[config.mk]
export PLATFORM = sky130hd
export DESIGN_NAME = mb32_front
export DESIGN_NICKNAME = d
export VERILOG_FILES = /design/src/rtl/mb32_pkg.sv /design/src/rtl/mb32_front.sv
export SDC_FILE = /design/constraint.sdc
export NUM_CORES = 1
export LEC_CHECK = 0
export BUFFER_PORTS_ARGS = -buffer_cell sky130_fd_sc_hd__buf_2
export CAP_MARGIN = 20
export CORE_MARGIN = 3
export CORE_UTILIZATION = 40
export CTS_CLUSTER_DIAMETER = 60
export DETAILED_ROUTE_END_ITERATION = 12
export PLACE_DENSITY_LB_ADDON = 0.3
export RECOVER_POWER = 50
export SLEW_MARGIN = 10
export SYNTH_ARGS = -nofsm -noshare
export SYNTH_HDL_FRONTEND = slang
export SYNTH_SLANG_ARGS = --single-unit
export TNS_END_PERCENT = 5
[constraint.sdc]
create_clock -name clk -period 3.5 [get_ports clk]
set_input_delay 0.35 -clock clk [delete_from_list [all_inputs] [get_ports clk]]
set_output_delay 0.35 -clock clk [all_outputs]
set_load 0.02 [all_outputs]
[src/rtl/mb32_pkg.sv]
// Shared types and constants of the Mulberry32 range and dice core.
package mb32_pkg;

  typedef enum logic [1:0] {
    KIND_RESEED = 2'd0,
    KIND_RAW    = 2'd1,
    KIND_RANGE  = 2'd2,
    KIND_DICE   = 2'd3
  } mb32_kind_t;

  localparam logic [31:0] GOLDEN_STEP = 32'h6d2b_79f5;
  localparam logic [31:0] MIX_ODD_A   = 32'd1;
  localparam logic [31:0] MIX_ODD_B   = 32'd61;
  localparam int          QUEUE_DEPTH = 2;
  localparam int          SUM_W       = 21;

  typedef struct packed {
    mb32_kind_t         kind;
    logic [31:0]        seed_value;
    logic signed [31:0] range_low;
    logic signed [31:0] range_high;
    logic [4:0]         dice_count;
    logic [15:0]        dice_sides;
  } mb32_in_t;

  typedef struct packed {
    logic signed [32:0] value;
    logic               bad_request;
  } mb32_out_t;

  typedef struct packed {
    mb32_kind_t  kind;
    logic [31:0] operand;
    logic [32:0] span;
    logic [4:0]  count;
    logic        bad;
  } mb32_op_t;

endpackage

[src/rtl/mb32_front.sv]
// Input stage that accepts requests, checks them and forms queue entries.
module mb32_front #(
  parameter int MAX_DICE = 16
) (
  input  logic             clk,
  input  logic             rst_n,
  input  logic             in_valid,
  output logic             in_ready,
  input  mb32_pkg::mb32_in_t in_data,
  output logic             push_valid,
  input  logic             push_ready,
  output mb32_pkg::mb32_op_t push_op
);

  logic               valid_r;
  mb32_pkg::mb32_op_t op_r;
  mb32_pkg::mb32_op_t op_nxt;
  logic [32:0]        diff;

  assign diff = {in_data.range_high[31], in_data.range_high}
              - {in_data.range_low[31], in_data.range_low};

  always_comb begin
    op_nxt.kind    = in_data.kind;
    op_nxt.operand = in_data.seed_value;
    op_nxt.span    = 33'd0;
    op_nxt.count   = 5'd0;
    op_nxt.bad     = 1'b0;
    unique case (in_data.kind)
      mb32_pkg::KIND_RESEED: begin
        op_nxt.operand = in_data.seed_value;
      end
      mb32_pkg::KIND_RAW: begin
        op_nxt.span = 33'd0;
      end
      mb32_pkg::KIND_RANGE: begin
        op_nxt.operand = in_data.range_low;
        op_nxt.bad     = (in_data.range_high < in_data.range_low);
        op_nxt.span    = diff + 33'd1;
      end
      mb32_pkg::KIND_DICE: begin
        op_nxt.span = {17'd0, in_data.dice_sides};
        op_nxt.bad  = (in_data.dice_sides == 16'd0);
        if (32'(in_data.dice_count) > 32'(MAX_DICE)) begin
          op_nxt.count = 5'(MAX_DICE);
        end else begin
          op_nxt.count = in_data.dice_count;
        end
      end
      default: begin
        op_nxt.bad = 1'b0;
      end
    endcase
  end

  assign in_ready   = !valid_r || push_ready;
  assign push_valid = valid_r;
  assign push_op    = op_r;

  always_ff @(posedge clk) begin
    if (!rst_n) begin
      valid_r <= 1'b0;
    end else if (in_valid && in_ready) begin
      valid_r <= 1'b1;
    end else if (push_ready) begin
      valid_r <= 1'b0;
    end
  end

  always_ff @(posedge clk) begin
    if (in_valid && in_ready) begin
      op_r <= op_nxt;
    end
  end

endmodule

==> impl_summary.log <==
[metrics] antenna violations before repair: 0
[metrics] R2R depth: 2
[metrics] Std-Cell Rows: 43
[metrics] insertion delay of the later-clocked pin in the worst-skew pair: 330 ps
[metrics] post-synthesis average cell area: 9.56 um^2
[metrics] most common cell type on the critical path: sky130_fd_sc_hd__inv_1
[metrics] number of buffers created by CTS: 9
[metrics] capturing element type of the critical path: register
[metrics] path category of the worst min-delay check: in -> reg
[metrics] Pre-Repair DR Iteration Count: 4
[metrics] top fanout value on the critical path: 3
[metrics] master cell of the clock root buffer: sky130_fd_sc_hd__clkbuf_16
[metrics] Routed Antenna Nets: 0
[metrics] Sinks on Clock Net: 74
[metrics] Vias: 4986
[metrics] summed negative setup slack over all endpoints: 0 ps
[metrics] worst-case clock skew: between 3 and 4 ps
[metrics] worst-case clock buffer depth: 2
[metrics] capturing point of the worst reg2reg path: push_op[54]
[metrics] Yosys warnings: 0
[metrics] area fraction of the dominant cell type after synthesis: roughly two fifths
[metrics] total power of the final layout: 2.96 mW
[metrics] Syn Nets: ~800
[metrics] dpl cell area: around 0.0069 mm^2
[metrics] first-pass GRT wire length: 24300 um
[metrics] peak ir drop on the vdd network: 0.272 mV
[metrics] endpoints failing hold: 0
[metrics] slowest library cell on the worst path: sky130_fd_sc_hd__fa_1
[metrics] horizontal die dimension: 126 um
[metrics] Post-Syn Instances: 603
[metrics] area leader, netlist: sky130_fd_sc_hd__edfxtp_1
[metrics] predominant post-synthesis flop cell: sky130_fd_sc_hd__edfxtp_1
[metrics] Static Leak: 3.19 nW
[metrics] detail-routed via count per cell: 5.10
[metrics] origin of the critical flop-to-flop path: push_valid
[metrics] Slew Limit Headroom: -16.9%
[metrics] wire length reported by the detailed router: 15300 um
[metrics] maximum number of pins on one net before global-route repair: 74
[metrics] CTS tree: built
[metrics] floorplan die area: roughly 0.016 mm^2
[metrics] unrepaired setup endpoints after global routing: no
[metrics] combinational share of power: between 30% and 40%
[metrics] core outline area: 0.0140 mm^2
[metrics] instance count along the most critical hold path: 2
[metrics] flop and latch count out of synthesis: 74
[metrics] count of buffers added by post-CTS timing repair for setup: 0
[metrics] boundary pin count: a little under 200
[metrics] ratio of final minimum period to clock period: 83.0%
[metrics] largest stage delay on the critical path: 410 ps
[metrics] violations in the final reports: max-capacitance violations, max-slew violations
[metrics] cell-internal power: 2.02 mW
[metrics] global-route usage over all layers: 18.9%
[metrics] fraction of power consumed by the clock network: between 30% and 40%
[metrics] Clock transition at path regs: 60 ps
[metrics] CP Data Required Time: 3580 ps
[metrics] number of buffer and inverter stages on the critical path: 4
[metrics] Final Critical Period: 2900 ps
[metrics] switching share of power: 31.9%
[metrics] final setup fails: 0
[metrics] layout cells sized above 1: 18.8%
[metrics] hpwl dp: 12000 um
[metrics] WS Path Type: in -> reg
[metrics] post-CTS sizing: 0
[metrics] number of max-slew violations in the final report: 74
[metrics] number of nets in the layout: roughly 1000
[metrics] Synth async-reset ratio: 0%
[metrics] top library cells by usage in the layout, fill and taps aside: 120 x sky130_fd_sc_hd__buf_2, 77 x sky130_fd_sc_hd__clkbuf_1, 73 x sky130_fd_sc_hd__nand2_1, 73 x sky130_fd_sc_hd__edfxtp_1, 65 x sky130_fd_sc_hd__ha_1
[metrics] fin area: about 0.0071 mm^2
[metrics] total of buffers placed on input and output ports: about 200
[metrics] Psw: 0.944 mW
[metrics] cells along the critical path: buf_2, inv_1, ha_1, inv_1, ha_1, inv_1, fa_1, nand3b_1, o2111ai_2, o221ai_2, nor3_2, o31ai_2, o41ai_2, xor2_1, nor2_1
[metrics] overall die height: 126 um
[metrics] data arrival time of the worst path: 2980 ps
[metrics] commonest non-fill, non-tap cell in the layout: sky130_fd_sc_hd__buf_2
[metrics] cell type group with the largest total delay on the critical path: compound AO/OA/AOI/OAI gates
[metrics] worst min-delay path endpoint: push_valid
[metrics] fmax: ~0.34 GHz
[metrics] DRC violation total after the first TritonRoute iteration: 387
[metrics] effective utilization at floorplan: 41.2%
[metrics] final routed wire length divided by cell count: ~16 um
[metrics] CTS H-Tree Depth: 3
[metrics] startpoint of the most critical hold path: rst_n
[metrics] number of global-route vias before repair: 4938
[metrics] actual slew at the worst max-slew pin: 1750 ps
[metrics] drc violations: 0
[metrics] placer congestion estimate: 0.811
[metrics] unique cell type count in the Yosys netlist: 64
[metrics] R2R setup slack: 1300 ps
[metrics] number of buffers inserted for hold repair after clock tree synthesis: 0
[metrics] max-cap check violation count: 1
[metrics] final hold slack: 275 ps
[metrics] synth top area cells: sky130_fd_sc_hd__edfxtp_1 38%, sky130_fd_sc_hd__ha_1 14%, sky130_fd_sc_hd__fa_1 5.2%, sky130_fd_sc_hd__nand2_1 4.8%, sky130_fd_sc_hd__o21ai_0 4.2%
[metrics] run status: complete, but fails checks
[metrics] sequential cell area fraction in the yosys report: 38.4%
[metrics] number of synthesized flops with an enable pin: 73
[metrics] sequential group share of total power: 36.6%
[metrics] startpoint type of the worst setup path: input port
[metrics] Area growth syn-to-layout: 23.8%
[metrics] GR Overflow Total: 0
[metrics] Power Dens Cells: between 400 and 500 mW/mm^2
[metrics] antenna diode instance count: 0
[metrics] Mapped Area: 0.00577 mm^2
==> worst max-delay path by stage <==
stage,from,endpoint,slack (ps),depth (start not counted)
after global placement,in_data[22],push_op[31],310,15
after CTS,in_data[22],push_op[31],580,15
after global routing,in_data[22],push_op[31],350,15
after floorplan,in_data[22],push_op[31],580,14
final,in_data[22],push_op[31],600,15
after detailed placement,in_data[22],push_op[31],230,15
==> worst register-to-register path, cell delays in order (launching register included) <==
cell and delay, ps:
sky130_fd_sc_hd__dfxtp_1 310, sky130_fd_sc_hd__nand2b_1 100, sky130_fd_sc_hd__and2_2 1310
==> power by group through the flow <==
| stage | Combinational [mW] | Sequential (mW) | Clock, mW |
|---|---|---|---|
| 6_report | 0.896 | 1.08 | 0.981 |
| 3_3_place_gp | 0.898 | 1.10 | 0 |
| 5_1_grt | 0.994 | 1.09 | 1.05 |
| 2_1_floorplan | 0.524 | 1.19 | 0 |
| 4_1_cts | 0.913 | 1.08 | 1.01 |
| 3_5_place_dp | 0.908 | 1.10 | 0 |
==> per-layer routing <==
layer / vias to the layer above / GRT usage [%] / share of wire, %
met5: - / 0 / 0
met3: 7 / 4.41 / 6.8
met1: 2287 / 26.4 / 47
met4: 0 / 5.24 / 0.76
met2: 164 / 29.6 / 45
li1: 2528 / - / -
==> cell type report <==
type	count	area (um^2)
fillers	1384	6850
multi-input cells	449	3260
flip-flops and latches	74	2210
repair buffers	198	897
inverters	62	233
clock buffers	9	225
well taps	180	225
clock inverters	6	82.6
==> Yosys cell counts (all sizes together) (2+ instances only) <==
| cell type | n |
|---|---|
| a31o | 2 |
| a221oi | 3 |
| and3 | 3 |
| xor2 | 12 |
| o31ai | 2 |
| nor2b | 7 |
| nand4 | 10 |
| nand3 | 10 |
| xnor2 | 14 |
| clkbuf | 15 |
| ha | 65 |
| a211o | 2 |
| o21a | 2 |
| o2111ai | 2 |
| nor4 | 6 |
| edfxtp | 73 |
| nor2 | 32 |
| nor3 | 8 |
| o21bai | 9 |
| inv | 62 |
| a21oi | 32 |
| and2 | 22 |
| a21o | 10 |
| a31oi | 6 |
| mux2i | 2 |
| o211ai | 3 |
| or3 | 2 |
| buf | 3 |
| fa | 15 |
| nand2 | 73 |
| nor3b | 2 |
| nand2b | 7 |
| o21ai | 67 |
==> sequential cells by signal, summed over array words and instances, names as in the netlist <==
name / cells
push_op: 73
push_valid: 1
==> cell families after synthesis <==
group	count (synthesis)	share of synthesized area, %
flops	74	38.4
xor+xnor	26	4.08
compound gates	154	17.0
mux	2	0.347
fa+ha+maj	80	19.3
buf+inv	80	5.23
simple gates	187	15.6
==> through the flow <==
| step | instances | worst slack, ps | util (%) |
|---|---|---|---|
| after floorplan | 603 | 581 | - |
| after global placement | 963 | 310 | 49.5 |
| after detailed placement | 963 | 226 | 49.5 |
| after CTS | 978 | 578 | 51.7 |
| after global routing | 978 | 348 | 51.0 |
| final | 978 | 596 | 51.0 |
Power figures use the tool's default switching activity.
