==> src/rtl/mb32_pkg.sv <==
// Shared types and constants of the Mulberry32 range and dice core.
package mb32_pkg;

  typedef enum logic [1:0] {
    KIND_RESEED = 2'd0,
    KIND_RAW    = 2'd1,
    KIND_RANGE  = 2'd2,
    KIND_DICE   = 2'd3
  } mb32_kind_t;

  localparam logic [31:0] GOLDEN_STEP = 32'h6d2b_79f5;
  localparam logic [31:0] MIX_ODD_A   = 32'd1;
  localparam logic [31:0] MIX_ODD_B   = 32'd61;
  localparam int          QUEUE_DEPTH = 2;
  localparam int          SUM_W       = 21;

  typedef struct packed {
    mb32_kind_t         kind;
    logic [31:0]        seed_value;
    logic signed [31:0] range_low;
    logic signed [31:0] range_high;
    logic [4:0]         dice_count;
    logic [15:0]        dice_sides;
  } mb32_in_t;

  typedef struct packed {
    logic signed [32:0] value;
    logic               bad_request;
  } mb32_out_t;

  typedef struct packed {
    mb32_kind_t  kind;
    logic [31:0] operand;
    logic [32:0] span;
    logic [4:0]  count;
    logic        bad;
  } mb32_op_t;

endpackage

==> src/rtl/mb32_queue.sv <==
// Short first-in first-out queue between the front and the generator engine.
module mb32_queue (
  input  logic             clk,
  input  logic             rst_n,
  input  logic             push_valid,
  output logic             push_ready,
  input  mb32_pkg::mb32_op_t push_op,
  output logic             pop_valid,
  input  logic             pop_ready,
  output mb32_pkg::mb32_op_t pop_op
);

  localparam int PTR_W = (mb32_pkg::QUEUE_DEPTH > 1) ? $clog2(mb32_pkg::QUEUE_DEPTH) : 1;
  localparam int CNT_W = $clog2(mb32_pkg::QUEUE_DEPTH + 1);

  mb32_pkg::mb32_op_t entry_r [mb32_pkg::QUEUE_DEPTH];
  logic [PTR_W-1:0]   wr_ptr_r;
  logic [PTR_W-1:0]   rd_ptr_r;
  logic [CNT_W-1:0]   cnt_r;
  logic               do_push;
  logic               do_pop;

  assign push_ready = (cnt_r != CNT_W'(mb32_pkg::QUEUE_DEPTH));
  assign pop_valid  = (cnt_r != '0);
  assign pop_op     = entry_r[rd_ptr_r];
  assign do_push    = push_valid && push_ready;
  assign do_pop     = pop_valid && pop_ready;

  always_ff @(posedge clk) begin
    if (!rst_n) begin
      wr_ptr_r <= '0;
      rd_ptr_r <= '0;
      cnt_r    <= '0;
    end else begin
      if (do_push) begin
        wr_ptr_r <= (wr_ptr_r == PTR_W'(mb32_pkg::QUEUE_DEPTH - 1)) ? '0 : wr_ptr_r + 1'b1;
      end
      if (do_pop) begin
        rd_ptr_r <= (rd_ptr_r == PTR_W'(mb32_pkg::QUEUE_DEPTH - 1)) ? '0 : rd_ptr_r + 1'b1;
      end
      if (do_push && !do_pop) begin
        cnt_r <= cnt_r + 1'b1;
      end else if (do_pop && !do_push) begin
        cnt_r <= cnt_r - 1'b1;
      end
    end
  end

  always_ff @(posedge clk) begin
    if (do_push) begin
      entry_r[wr_ptr_r] <= push_op;
    end
  end

  a_cnt_bound: assert property (@(posedge clk) disable iff (!rst_n)
    cnt_r <= CNT_W'(mb32_pkg::QUEUE_DEPTH))
    else $error("queue count above depth");

endmodule

==> config.mk <==
export PLATFORM = sky130hd
export DESIGN_NAME = mb32_queue
export DESIGN_NICKNAME = d
export VERILOG_FILES = /design/src/rtl/mb32_pkg.sv /design/src/rtl/mb32_queue.sv
export SDC_FILE = /design/constraint.sdc
export NUM_CORES = 1
export LEC_CHECK = 0
export CAP_MARGIN = 30
export CORE_MARGIN = 2
export CORE_UTILIZATION = 60
export DETAILED_ROUTE_END_ITERATION = 10
export DONT_BUFFER_PORTS = 1
export HOLD_SLACK_MARGIN = 0.06
export PLACE_DENSITY = 0.76
export SYNTH_ARGS = -nofsm -noshare
export SYNTH_HDL_FRONTEND = slang
export SYNTH_SLANG_ARGS = --single-unit
==> constraint.sdc <==
create_clock -name clk -period 7.7 [get_ports clk]
set_input_delay 1.54 -clock clk [delete_from_list [all_inputs] [get_ports clk]]
set_output_delay 1.54 -clock clk [all_outputs]
set_load 0.05 [all_outputs]
==> results of run 1 <==
metrics by stage:
| step | area, um^2 | total power, mW | hold WS (ns) | instances |
|---|---|---|---|---|
| 2_1_floorplan | 5510 | 1.81 | 0.512 | 251 |
| 3_3_place_gp | 5600 | 1.85 | 0.534 | 352 |
| 3_5_place_dp | 5600 | 1.86 | 0.550 | 352 |
| 4_1_cts | 6170 | 2.64 | 0.561 | 384 |
| 5_1_grt | 6200 | 2.71 | 0.594 | 385 |
| 6_report | 6200 | 2.62 | 0.556 | 385 |
synthesized netlist by cell type:
| cell type | instances | share of area |
|---|---|---|
| a21bo_2 | 1 | 0.0018 |
| a21boi_0 | 1 | 0.0014 |
| a21boi_1 | 1 | 0.0014 |
| and2_1 | 4 | 0.0045 |
| and3_1 | 1 | 0.0011 |
| buf_2 | 1 | 0.00091 |
| buf_4 | 7 | 0.0095 |
| dfxtp_1 | 5 | 0.018 |
| edfxtp_1 | 146 | 0.80 |
| ha_1 | 1 | 0.0023 |
| inv_1 | 1 | 0.00068 |
| mux2_2 | 73 | 0.15 |
| nand2b_4 | 1 | 0.0025 |
| nand3b_1 | 1 | 0.0014 |
| o21ai_0 | 1 | 0.00091 |
| o21ai_1 | 1 | 0.00091 |
| or2_2 | 1 | 0.0011 |
| or3_1 | 1 | 0.0011 |
| xnor2_1 | 2 | 0.0032 |
| xor2_1 | 1 | 0.0016 |
placed cells by master, fill, tap and decap left out, drive strengths merged:
cell	count
a21boi	2
inv	11
nand2b	1
xor2	1
and3	1
and2	4
buf	2
bufinv	1
clkinv	2
ha	1
clkbuf	17
clkinvlp	2
edfxtp	146
or2	1
o21ai	2
a21bo	1
nand3b	1
mux2	73
xnor2	2
dfxtp	5
or3	1
cell families (layout without fill, tap and decap cells):
logic type               Yosys count  count (layout)
AO/OA/AOI/OAI                      5               5
XOR/XNOR                           3               3
adder cells (fa/ha/maj)            1               1
buffers and inverters              9              35
flip-flops                       151             151
multiplexers                      73              73
AND/OR/NAND/NOR                    9               9
final cells by class:
cell class	count	area, um^2	share of cell area
Inverter	1	3.75	0.000606
Clock buffer	17	414	0.0668
Tap cell	108	135	0.0218
Multi-Input combinational cell	91	966	0.156
Timing Repair Buffer	2	35.0	0.00565
Sequential cell	151	4490	0.724
Clock inverter	15	154	0.0248
layer usage:
layer	global-route usage	routed length [um]	vias up
met5	0	0	-
met3	0.103	1040	6
met2	0.279	4380	109
met1	0.187	3000	1149
met4	0.0759	65	0
li1	-	-	1016
state kept, by name, indices dropped and copies added, names as in the netlist, named ones only:
register  flops
rd_ptr_r      1
cnt_r         2
wr_ptr_r      1
entry_r     146
power groups by stage:
| stage | Clock, mW | Sequential (mW) | Combinational [mW] |
|---|---|---|---|
| 2_1_floorplan | 0 | 1.07 | 0.739 |
| 3_3_place_gp | 0 | 1.12 | 0.733 |
| 3_5_place_dp | 0 | 1.13 | 0.737 |
| 4_1_cts | 0.790 | 1.11 | 0.740 |
| 5_1_grt | 0.826 | 1.12 | 0.759 |
| 6_report | 0.777 | 1.11 | 0.738 |
final timing paths:
check / end / slack, ns / depth (start not counted)
setup / recovery: pop_op[68] / 4.09 / 1
hold / removal: cnt_r[1]$_SDFFE_PN0P_ / 0.56 / 2
setup reg to reg: entry_r[0][37]$_DFFE_PP_ / 5.63 / 4
hold reg to reg: cnt_r[1]$_SDFFE_PN0P_ / 0.56 / 2
==> flow_summary.json, run 1 <==
{
  "die_w_um": 99.8,
  "finalNetCount": 342,
  "clock_latency_ns": 0.51,
  "synthCells": 251,
  "setup_slack_ns": 4.09,
  "rsz0062_at_grt": "no",
  "drc": 0,
  "crit_buf_inv": 0,
  "clkPwrFrac": 0.296,
  "tightest_slew_ns": 0.972,
  "die_area_um2": 9960,
  "vias": 2280,
  "yosys_register_bits": 151,
  "ys_seq_area_frac": 0.814,
  "core_um2": 8810,
  "first_pass_iters": 4,
  "power_frac_seq": 0.422,
  "antenna_found_initial": 0,
  "fin_skew_ns": 0.0133,
  "cts_tree": "yes",
  "critPathMaxFanout": 73,
  "critPathKind": "reg2out",
  "ios": 152,
  "finalCoreUtilization": 0.704,
  "clock.fmax_ghz": 0.277,
  "yosysWarnings": 0,
  "p_switching_mw": 0.984,
  "arrival_ns": 2.07,
  "crit_path_top_delay_cell": "dfxtp_4",
  "die-height_um": 99.8,
  "critPathRequiredTime_ns": 6.16,
  "hold_violations": 0,
  "fin_tns_setup_ns": 0,
  "synth_area_um2": 5510,
  "p_per_area_nw_per_um2": 423,
  "synth_compound_area_frac": 0.00636,
  "p_comb_frac": 0.281,
  "synthAdderAreaFrac": 0.00227,
  "yosys.area_share.simple": 0.0118,
  "sw_frac_of_total": 0.375,
  "cts_sinks": 151,
  "ant_nets": 0,
  "p_int_mw": 1.64,
  "h-tree-depth": 4,
  "maxSlewViolCount": 0,
  "cp-end-kind": "output pin",
  "syn_avg_cell_area_um2": 21.9,
  "placementRows": 34,
  "fin_crit_sh": 0.469,
  "synth-xor-area-share": 0.00477,
  "start_util": 0.625,
  "hold_start": "cnt_r[1]$_SDFFE_PN0P_",
  "max_slew_margin": 0.352,
  "grt_max_degree": 74,
  "syn_to_final_growth_pct": 12.5,
  "critPathTopFamily": "flip-flops",
  "viasPerCell": 5.92,
  "clk_pin_slew_ns": 0.07,
  "p_leak_nw": 2.03,
  "synth_mux_area_frac": 0.149,
  "grt_util_all_layers": 0.174,
  "synth_nets": 329,
  "antennaDiodeCount": 0,
  "period_minus_slack_ns": 3.61,
  "grt_pass1_wl_um": 12500,
  "clock_path_buffers": 2,
  "ir_drop_uv": 321,
  "postCtsSetupRepairBufs": 0,
  "status": "finished clean",
  "port_buffers": 0,
  "synth_cell_types": 20,
  "post-place-ws_ns": 4.61,
  "nFillCells": 530,
  "crit_path_max_incr_delay_ns": 0.97,
  "place.gp.congestion": 0.692,
  "drtIter0Drc": 81,
  "routedWlPerCell_um": 22.1,
  "routed_wl_um": 8490,
  "drive_gt1_frac": 0.408,
  "synth_top_family_by_area": "multiplexers",
  "r2r-start": "cnt_r[0]$_SDFFE_PN0P_",
  "worstPathCellList": "mux2_2",
  "hpwlAfterDp_um": 5160,
  "setup-violations-final": 0,
  "gr-total-overflow": 0,
  "cts_hold_buf": 0,
  "hold_class": "reg2reg",
  "grt_pass1_vias": 2379,
  "maxCapViolations": 0,
  "cts_resized": 0,
  "cts_buffers": 17,
  "cts-root-buf": "clkbuf_8",
  "start_kind": "register"
}
Power figures use the tool's default switching activity.
==> run 2: changes to the inputs <==
--- a/config.mk
+++ b/config.mk
@@ -5,13 +5,14 @@
 export SDC_FILE = /design/constraint.sdc
 export NUM_CORES = 1
 export LEC_CHECK = 0
+export ABC_AREA = 1
 export CAP_MARGIN = 30
 export CORE_MARGIN = 2
-export CORE_UTILIZATION = 60
+export CORE_UTILIZATION = 56
 export DETAILED_ROUTE_END_ITERATION = 10
 export DONT_BUFFER_PORTS = 1
 export HOLD_SLACK_MARGIN = 0.06
-export PLACE_DENSITY = 0.76
+export PLACE_DENSITY = 0.74
 export SYNTH_ARGS = -nofsm -noshare
 export SYNTH_HDL_FRONTEND = slang
 export SYNTH_SLANG_ARGS = --single-unit
==> constraint.sdc (replaced) <==
create_clock -name clk -period 3 [get_ports clk]
set_input_delay 0.6 -clock clk [delete_from_list [all_inputs] [get_ports clk]]
set_output_delay 0.6 -clock clk [all_outputs]
set_load 0.05 [all_outputs]
==> flow_summary.json, run 2 <==
{
  "routed_wl_um": 8820,
  "synth_compound_area_frac": 0.00384,
  "arrival_ns": 1.82,
  "placementRows": 37,
  "yosys.area_share.simple": 0.0128,
  "critPathTopFamily": "multiplexers",
  "syn_avg_cell_area_um2": 22.2,
  "maxCapViolations": 0,
  "hold_class": "in2reg",
  "first_pass_iters": 4,
  "period_minus_slack_ns": 2.42,
  "clock.fmax_ghz": 0.413,
  "synth_edf_count": 146,
  "yosys_register_bits": 151,
  "drive_gt1_frac": 0.376,
  "die_w_um": 106,
  "ir_drop_uv": 626,
  "maxSlewViolCount": 0,
  "async_reset_ff_frac": 0,
  "setup-violations-final": 0,
  "stdcell_count": 431,
  "viasPerCell": 5.37,
  "tightest_slew_ns": 0.544,
  "layout_common_cells": "edfxtp_1 (146), mux2_4 (70), clkbuf_16 (16), nand2_1 (9), inv_1 (8)",
  "clkPwrFrac": 0.321,
  "h-tree-depth": 4,
  "ios": 152,
  "routedWlPerCell_um": 20.5,
  "ys_top_cells_by_count": "edfxtp_1 (146), mux2_4 (70), nand2_1 (9)",
  "gr-total-overflow": 0,
  "regMostFlops": "entry_r",
  "synthAdderAreaFrac": 0.00213,
  "start_kind": "register",
  "synth_area_um2": 5860,
  "grt_pass1_vias": 2445,
  "synth_cell_types": 15,
  "die-height_um": 106,
  "rsz0062_at_grt": "no",
  "reg.largest.list": "entry_r (146), cnt_r (2)",
  "critPathRequiredTime_ns": 2.40,
  "p_int_mw": 4.80,
  "antennaDiodeCount": 0,
  "critPathMaxFanout": 33,
  "port_buffers": 0,
  "start_util": 0.573,
  "cts_sinks": 151,
  "synthTopCellsByArea": "edfxtp_1 (75%), mux2_4 (18%), buf_12 (2.4%), dfxtp_1 (1.7%), nand2_1 (0.58%)",
  "ys_seq_area_frac": 0.765,
  "yosysMostFrequentCell": "edfxtp_1",
  "hpwlAfterDp_um": 5740,
  "power_frac_seq": 0.386,
  "critPathKind": "reg2out",
  "clock_latency_ns": 0.50,
  "place.gp.congestion": 0.683,
  "crit_buf_inv": 1,
  "cts_resized": 0,
  "hold_violations": 0,
  "p_switching_mw": 2.38,
  "clock_path_buffers": 2,
  "die_area_um2": 11300,
  "worstPathCellList": "buf_12, mux2_2",
  "p_per_area_nw_per_um2": 1080,
  "clk_pin_slew_ns": 0.06,
  "final_common_cell": "edfxtp_1",
  "synth_mux_area_frac": 0.185,
  "sw_frac_of_total": 0.331,
  "synth_area_leader_cell": "edfxtp_1",
  "crit_path_top_delay_cell": "mux2_2",
  "max_slew_margin": 0.637,
  "synth_top_area_frac": 0.748,
  "p_leak_nw": 2.37,
  "cts-root-buf": "clkbuf_8",
  "cts_hold_buf": 0,
  "cts_tree": "yes",
  "cts_buffers": 17,
  "fin_skew_ns": 0.00573,
  "fin_tns_setup_ns": 0,
  "syn_to_final_growth_pct": 12.9,
  "p_comb_frac": 0.293,
  "synthCells": 264,
  "grt_pass1_wl_um": 13400,
  "drtIter0Drc": 65,
  "grt_max_degree": 41,
  "fin_crit_sh": 0.806,
  "finalNetCount": 360,
  "cp-end-kind": "output pin",
  "dp.cells": 399,
  "drc": 0,
  "yosysWarnings": 0,
  "crit_path_max_incr_delay_ns": 0.51,
  "antenna_found_initial": 0,
  "synth_flop_cell": "edfxtp_1",
  "grt_util_all_layers": 0.163,
  "postCtsSetupRepairBufs": 0,
  "ant_nets": 0,
  "vias": 2316,
  "status": "finished clean",
  "synth_nets": 342,
  "synth_top_family_by_area": "multiplexers",
  "core_um2": 10200,
  "synth-xor-area-share": 0,
  "largest_reg_flops": 146
}
## run 2: cell types whose count changed after synthesis, moves of 2 or more
cell,change
mux2_2,-70
mux2_4,+70
nand2_1,+9
nor2_1,+8
buf_12,+7
buf_4,-7
inv_1,+7
and2_1,-4
xnor2_1,-2
## run 2: final timing paths
path / slack [ns] / from / endpoint / cells past startpoint
max reg2reg: 0.86 / cnt_r[0]$_SDFFE_PN0P_ / entry_r[1][30]$_DFFE_PP_ / 5
min: 0.19 / push_op[26] / entry_r[1][26]$_DFFE_PP_ / 0
max: 0.58 / register / pop_op[52] / 2
min reg2reg: 0.51 / rd_ptr_r$_SDFFE_PN0P_ / register / 2
## run 2: cell families after synthesis
kind of cell | count (synthesis)
DFF | 151
and+or+nand+nor | 19
adders and majority gates | 1
muxes | 73
AOI/OAI and AO/OA | 4
buffers and inverters | 16
## run 2: cell type report
cell class                      count  area, um^2
Sequential cell                   151        4490
Fill cell                         696        3610
Multi-Input combinational cell     97        1210
Clock buffer                       23         457
Clock inverter                      9         198
Tap cell                          136         170
Timing Repair Buffer                7        65.1
Inverter                            8        30.0
## run 2: per-layer routing
metal | track usage | wire, um | up-vias
met1 | 0.175 | 3140 | 1153
met4 | 0.0592 | 61 | 0
met3 | 0.0950 | 1030 | 6
met2 | 0.267 | 4600 | 98
met5 | 0 | 0 | -
li1 | - | - | 1059
## run 2: power by group through the flow
stage / Sequential [mW] / Combinational (mW) / Clock [mW]
floorplan: 2.78 / 2.05 / 0
global placement: 2.80 / 2.11 / 0
detailed placement: 2.82 / 2.13 / 0
CTS: 2.78 / 2.13 / 2.35
global route: 2.80 / 2.19 / 2.44
finish: 2.77 / 2.10 / 2.30
## run 2: metrics by stage
stage	hold slack, ns	util	power, mW	setup slack, ns	instance area [um^2]
3_5_place_dp	0.500	0.583	4.95	0.838	5960
6_report	0.193	0.647	7.18	0.581	6620
4_1_cts	0.166	0.647	7.26	0.540	6620
2_1_floorplan	0.467	-	4.83	-0.327	5870
5_1_grt	0.150	0.647	7.43	0.490	6620
3_3_place_gp	0.480	0.583	4.91	0.941	5960
## run 2: worst reg2reg max path: stages (launching register included)
cell	delay [ns]
dfxtp_1	0.36
inv_1	0.10
nand2_1	0.38
nand2_1	0.29
nor2_4	0.15
buf_4	0.45
==> run 3: changes to the inputs <==
==> constraint.sdc (replaced) <==
create_clock -name clk -period 2.05 [get_ports clk]
set_input_delay 0.41 -clock clk [delete_from_list [all_inputs] [get_ports clk]]
set_output_delay 0.41 -clock clk [all_outputs]
set_load 0.05 [all_outputs]
==> flow_summary.json, run 3 (synthesized netlist as in run 2, its figures left out) <==
{
  "maxCapViolations": 0,
  "stdcell_count": 509,
  "p_int_mw": 7.06,
  "worstPathCellList": "buf_12, mux2_4",
  "first_pass_iters": 4,
  "fin_tns_setup_ns": 0,
  "p_comb_frac": 0.315,
  "cts_sinks": 151,
  "antenna_found_initial": 0,
  "grt_util_all_layers": 0.178,
  "viasPerCell": 5.21,
  "critPathMaxFanout": 22,
  "hold_violations": 0,
  "fin_skew_ns": 0.00453,
  "r2r_end": "cnt_r[1]$_SDFFE_PN0P_",
  "r2r-start": "cnt_r[1]$_SDFFE_PN0P_",
  "setup_slack_ns": 0.0391,
  "drtIter0Drc": 113,
  "rsz0062_at_grt": "yes",
  "grt_pass1_wl_um": 14600,
  "clock.fmax_ghz": 0.497,
  "core_um2": 10200,
  "start_util": 0.573,
  "p_leak_nw": 2.70,
  "cts-root-buf": "clkbuf_8",
  "fin_area_um2": 7450,
  "sw_frac_of_total": 0.337,
  "reg2reg_depth": 9,
  "die_w_um": 106,
  "critPathKind": "reg2out",
  "clk_pin_slew_ns": 0.06,
  "placementRows": 37,
  "setup-violations-final": 0,
  "cp-end-kind": "output pin",
  "routed_wl_um": 9640,
  "hpwlAfterDp_um": 6130,
  "clock_latency_ns": 0.51,
  "ant_nets": 0,
  "finalCoreUtilization": 0.728,
  "clkPwrFrac": 0.303,
  "ir_drop_uv": 820,
  "reg.largest.list": "entry_r (146), cnt_r (2)",
  "h-tree-depth": 4,
  "arrival_ns": 1.60,
  "dp.cells": 401,
  "post-place-ws_ns": 0.418,
  "fin_crit_sh": 0.981,
  "drc": 0,
  "p_switching_mw": 3.59,
  "drive_gt1_frac": 0.322,
  "p_per_area_nw_per_um2": 1430,
  "critical_path_depth": 2,
  "largest_reg_flops": 146,
  "antennaDiodeCount": 0,
  "cts_buffers": 17,
  "gr-total-overflow": 0,
  "hold_class": "in2reg",
  "clock_path_buffers": 2,
  "rrSetupSlack_ns": 0.51,
  "critPathTopFamily": "flip-flops",
  "final_common_cell": "edfxtp_1",
  "grt_max_degree": 44,
  "critPathCapture": "pop_op[20]",
  "finalNetCount": 438,
  "place.gp.congestion": 0.722,
  "start_kind": "register",
  "port_buffers": 0,
  "vias": 2653,
  "power_frac_seq": 0.381,
  "regMostFlops": "entry_r",
  "layout_common_cells": "edfxtp_1 (146), dlygate4sd3_1 (74), mux2_4 (70), clkbuf_16 (16)",
  "status": "finished clean",
  "die_area_um2": 11300,
  "cts_tree": "yes",
  "routedWlPerCell_um": 18.9,
  "die-height_um": 106,
  "grt_pass1_vias": 2858,
  "max_slew_margin": 0.695,
  "placed_area_um2": 6050,
  "critPathRequiredTime_ns": 1.64,
  "crit_buf_inv": 1,
  "crit_path_max_incr_delay_ns": 0.44,
  "period_minus_slack_ns": 2.01,
  "syn_to_final_growth_pct": 27.0,
  "tightest_slew_ns": 0.456,
  "ios": 152,
  "maxSlewViolCount": 0,
  "crit_path_top_delay_cell": "dfxtp_4"
}
==> run 3: cell count changes in the layout (fill, tap and decap cells not counted), moves of 2 or more <==
cell / delta
clkbuf_1: -2
clkbuf_8: +3
nand2_8: +2
bufinv_16: -2
dlygate4sd3_1: +74
nand2_1: -2
buf_12: +3
==> run 3: layer usage <==
| layer | vias to the layer above | wire length, um | global-route usage |
|---|---|---|---|
| met5 | - | 0 | 0 |
| met1 | 1327 | 3630 | 0.194 |
| li1 | 1218 | - | - |
| met4 | 0 | 136 | 0.0742 |
| met2 | 98 | 5180 | 0.305 |
| met3 | 10 | 697 | 0.0742 |
==> run 3: power by group through the flow <==
stage / registers [mW] / logic, mW / clock network, mW
after detailed placement: 4.15 / 3.22 / 0
after CTS: 4.07 / 3.40 / 3.29
final: 4.06 / 3.36 / 3.23
after global routing: 4.10 / 3.49 / 3.42
after global placement: 4.12 / 3.18 / 0
after floorplan: 4.07 / 3.04 / 0
==> run 3: stage by stage <==
step | power, mW | hold WS, ns
floorplan | 7.12 | 0.467
global placement | 7.30 | 0.481
detailed placement | 7.37 | 0.498
CTS | 10.8 | 0.102
global route | 11.0 | 0.164
finish | 10.6 | 0.131
==> run 3: worst min-delay path by stage <==
| stage | startpoint | endpoint | slack [ns] | depth (start not counted) |
|---|---|---|---|---|
| CTS | push_valid | wr_ptr_r$_SDFFE_PN0P_ | 0.10 | 3 |
| floorplan | rd_ptr_r$_SDFFE_PN0P_ | register | 0.47 | 2 |
| global route | push_valid | wr_ptr_r$_SDFFE_PN0P_ | 0.16 | 3 |
| detailed placement | rd_ptr_r$_SDFFE_PN0P_ | rd_ptr_r$_SDFFE_PN0P_ | 0.50 | 2 |
| finish | push_valid | wr_ptr_r$_SDFFE_PN0P_ | 0.13 | 3 |
| global placement | rd_ptr_r$_SDFFE_PN0P_ | rd_ptr_r$_SDFFE_PN0P_ | 0.48 | 2 |
==> run 3: worst reg2reg max path, stage by stage, from the launching register on <==
cell and delay (ns):
dfxtp_1 0.47, nand2_8 0.16, nand2_8 0.13, inv_1 0.06, ha_1 0.31, inv_1 0.08
nand3_1 0.08, nand2_1 0.07, inv_1 0.04, nor2_1 0.08
==> run 3: cell type report <==
class / count / area, um^2
clock inverter: 8 / 144
inverter: 8 / 32.5
multi-input combinational: 97 / 1240
sequential: 151 / 4490
fill: 624 / 2790
tap: 136 / 170
timing repair buffer: 85 / 877
clock buffer: 24 / 490
==> run 3: repair_timing <==
action,in CTS,in global routing
setup buffers,2,0
endpoints found under the hold margin,151,0
endpoints found under the setup margin,63,42
pin swaps,0,0
resized for setup,1,0
gates cloned,0,0
hold buffers,74,0
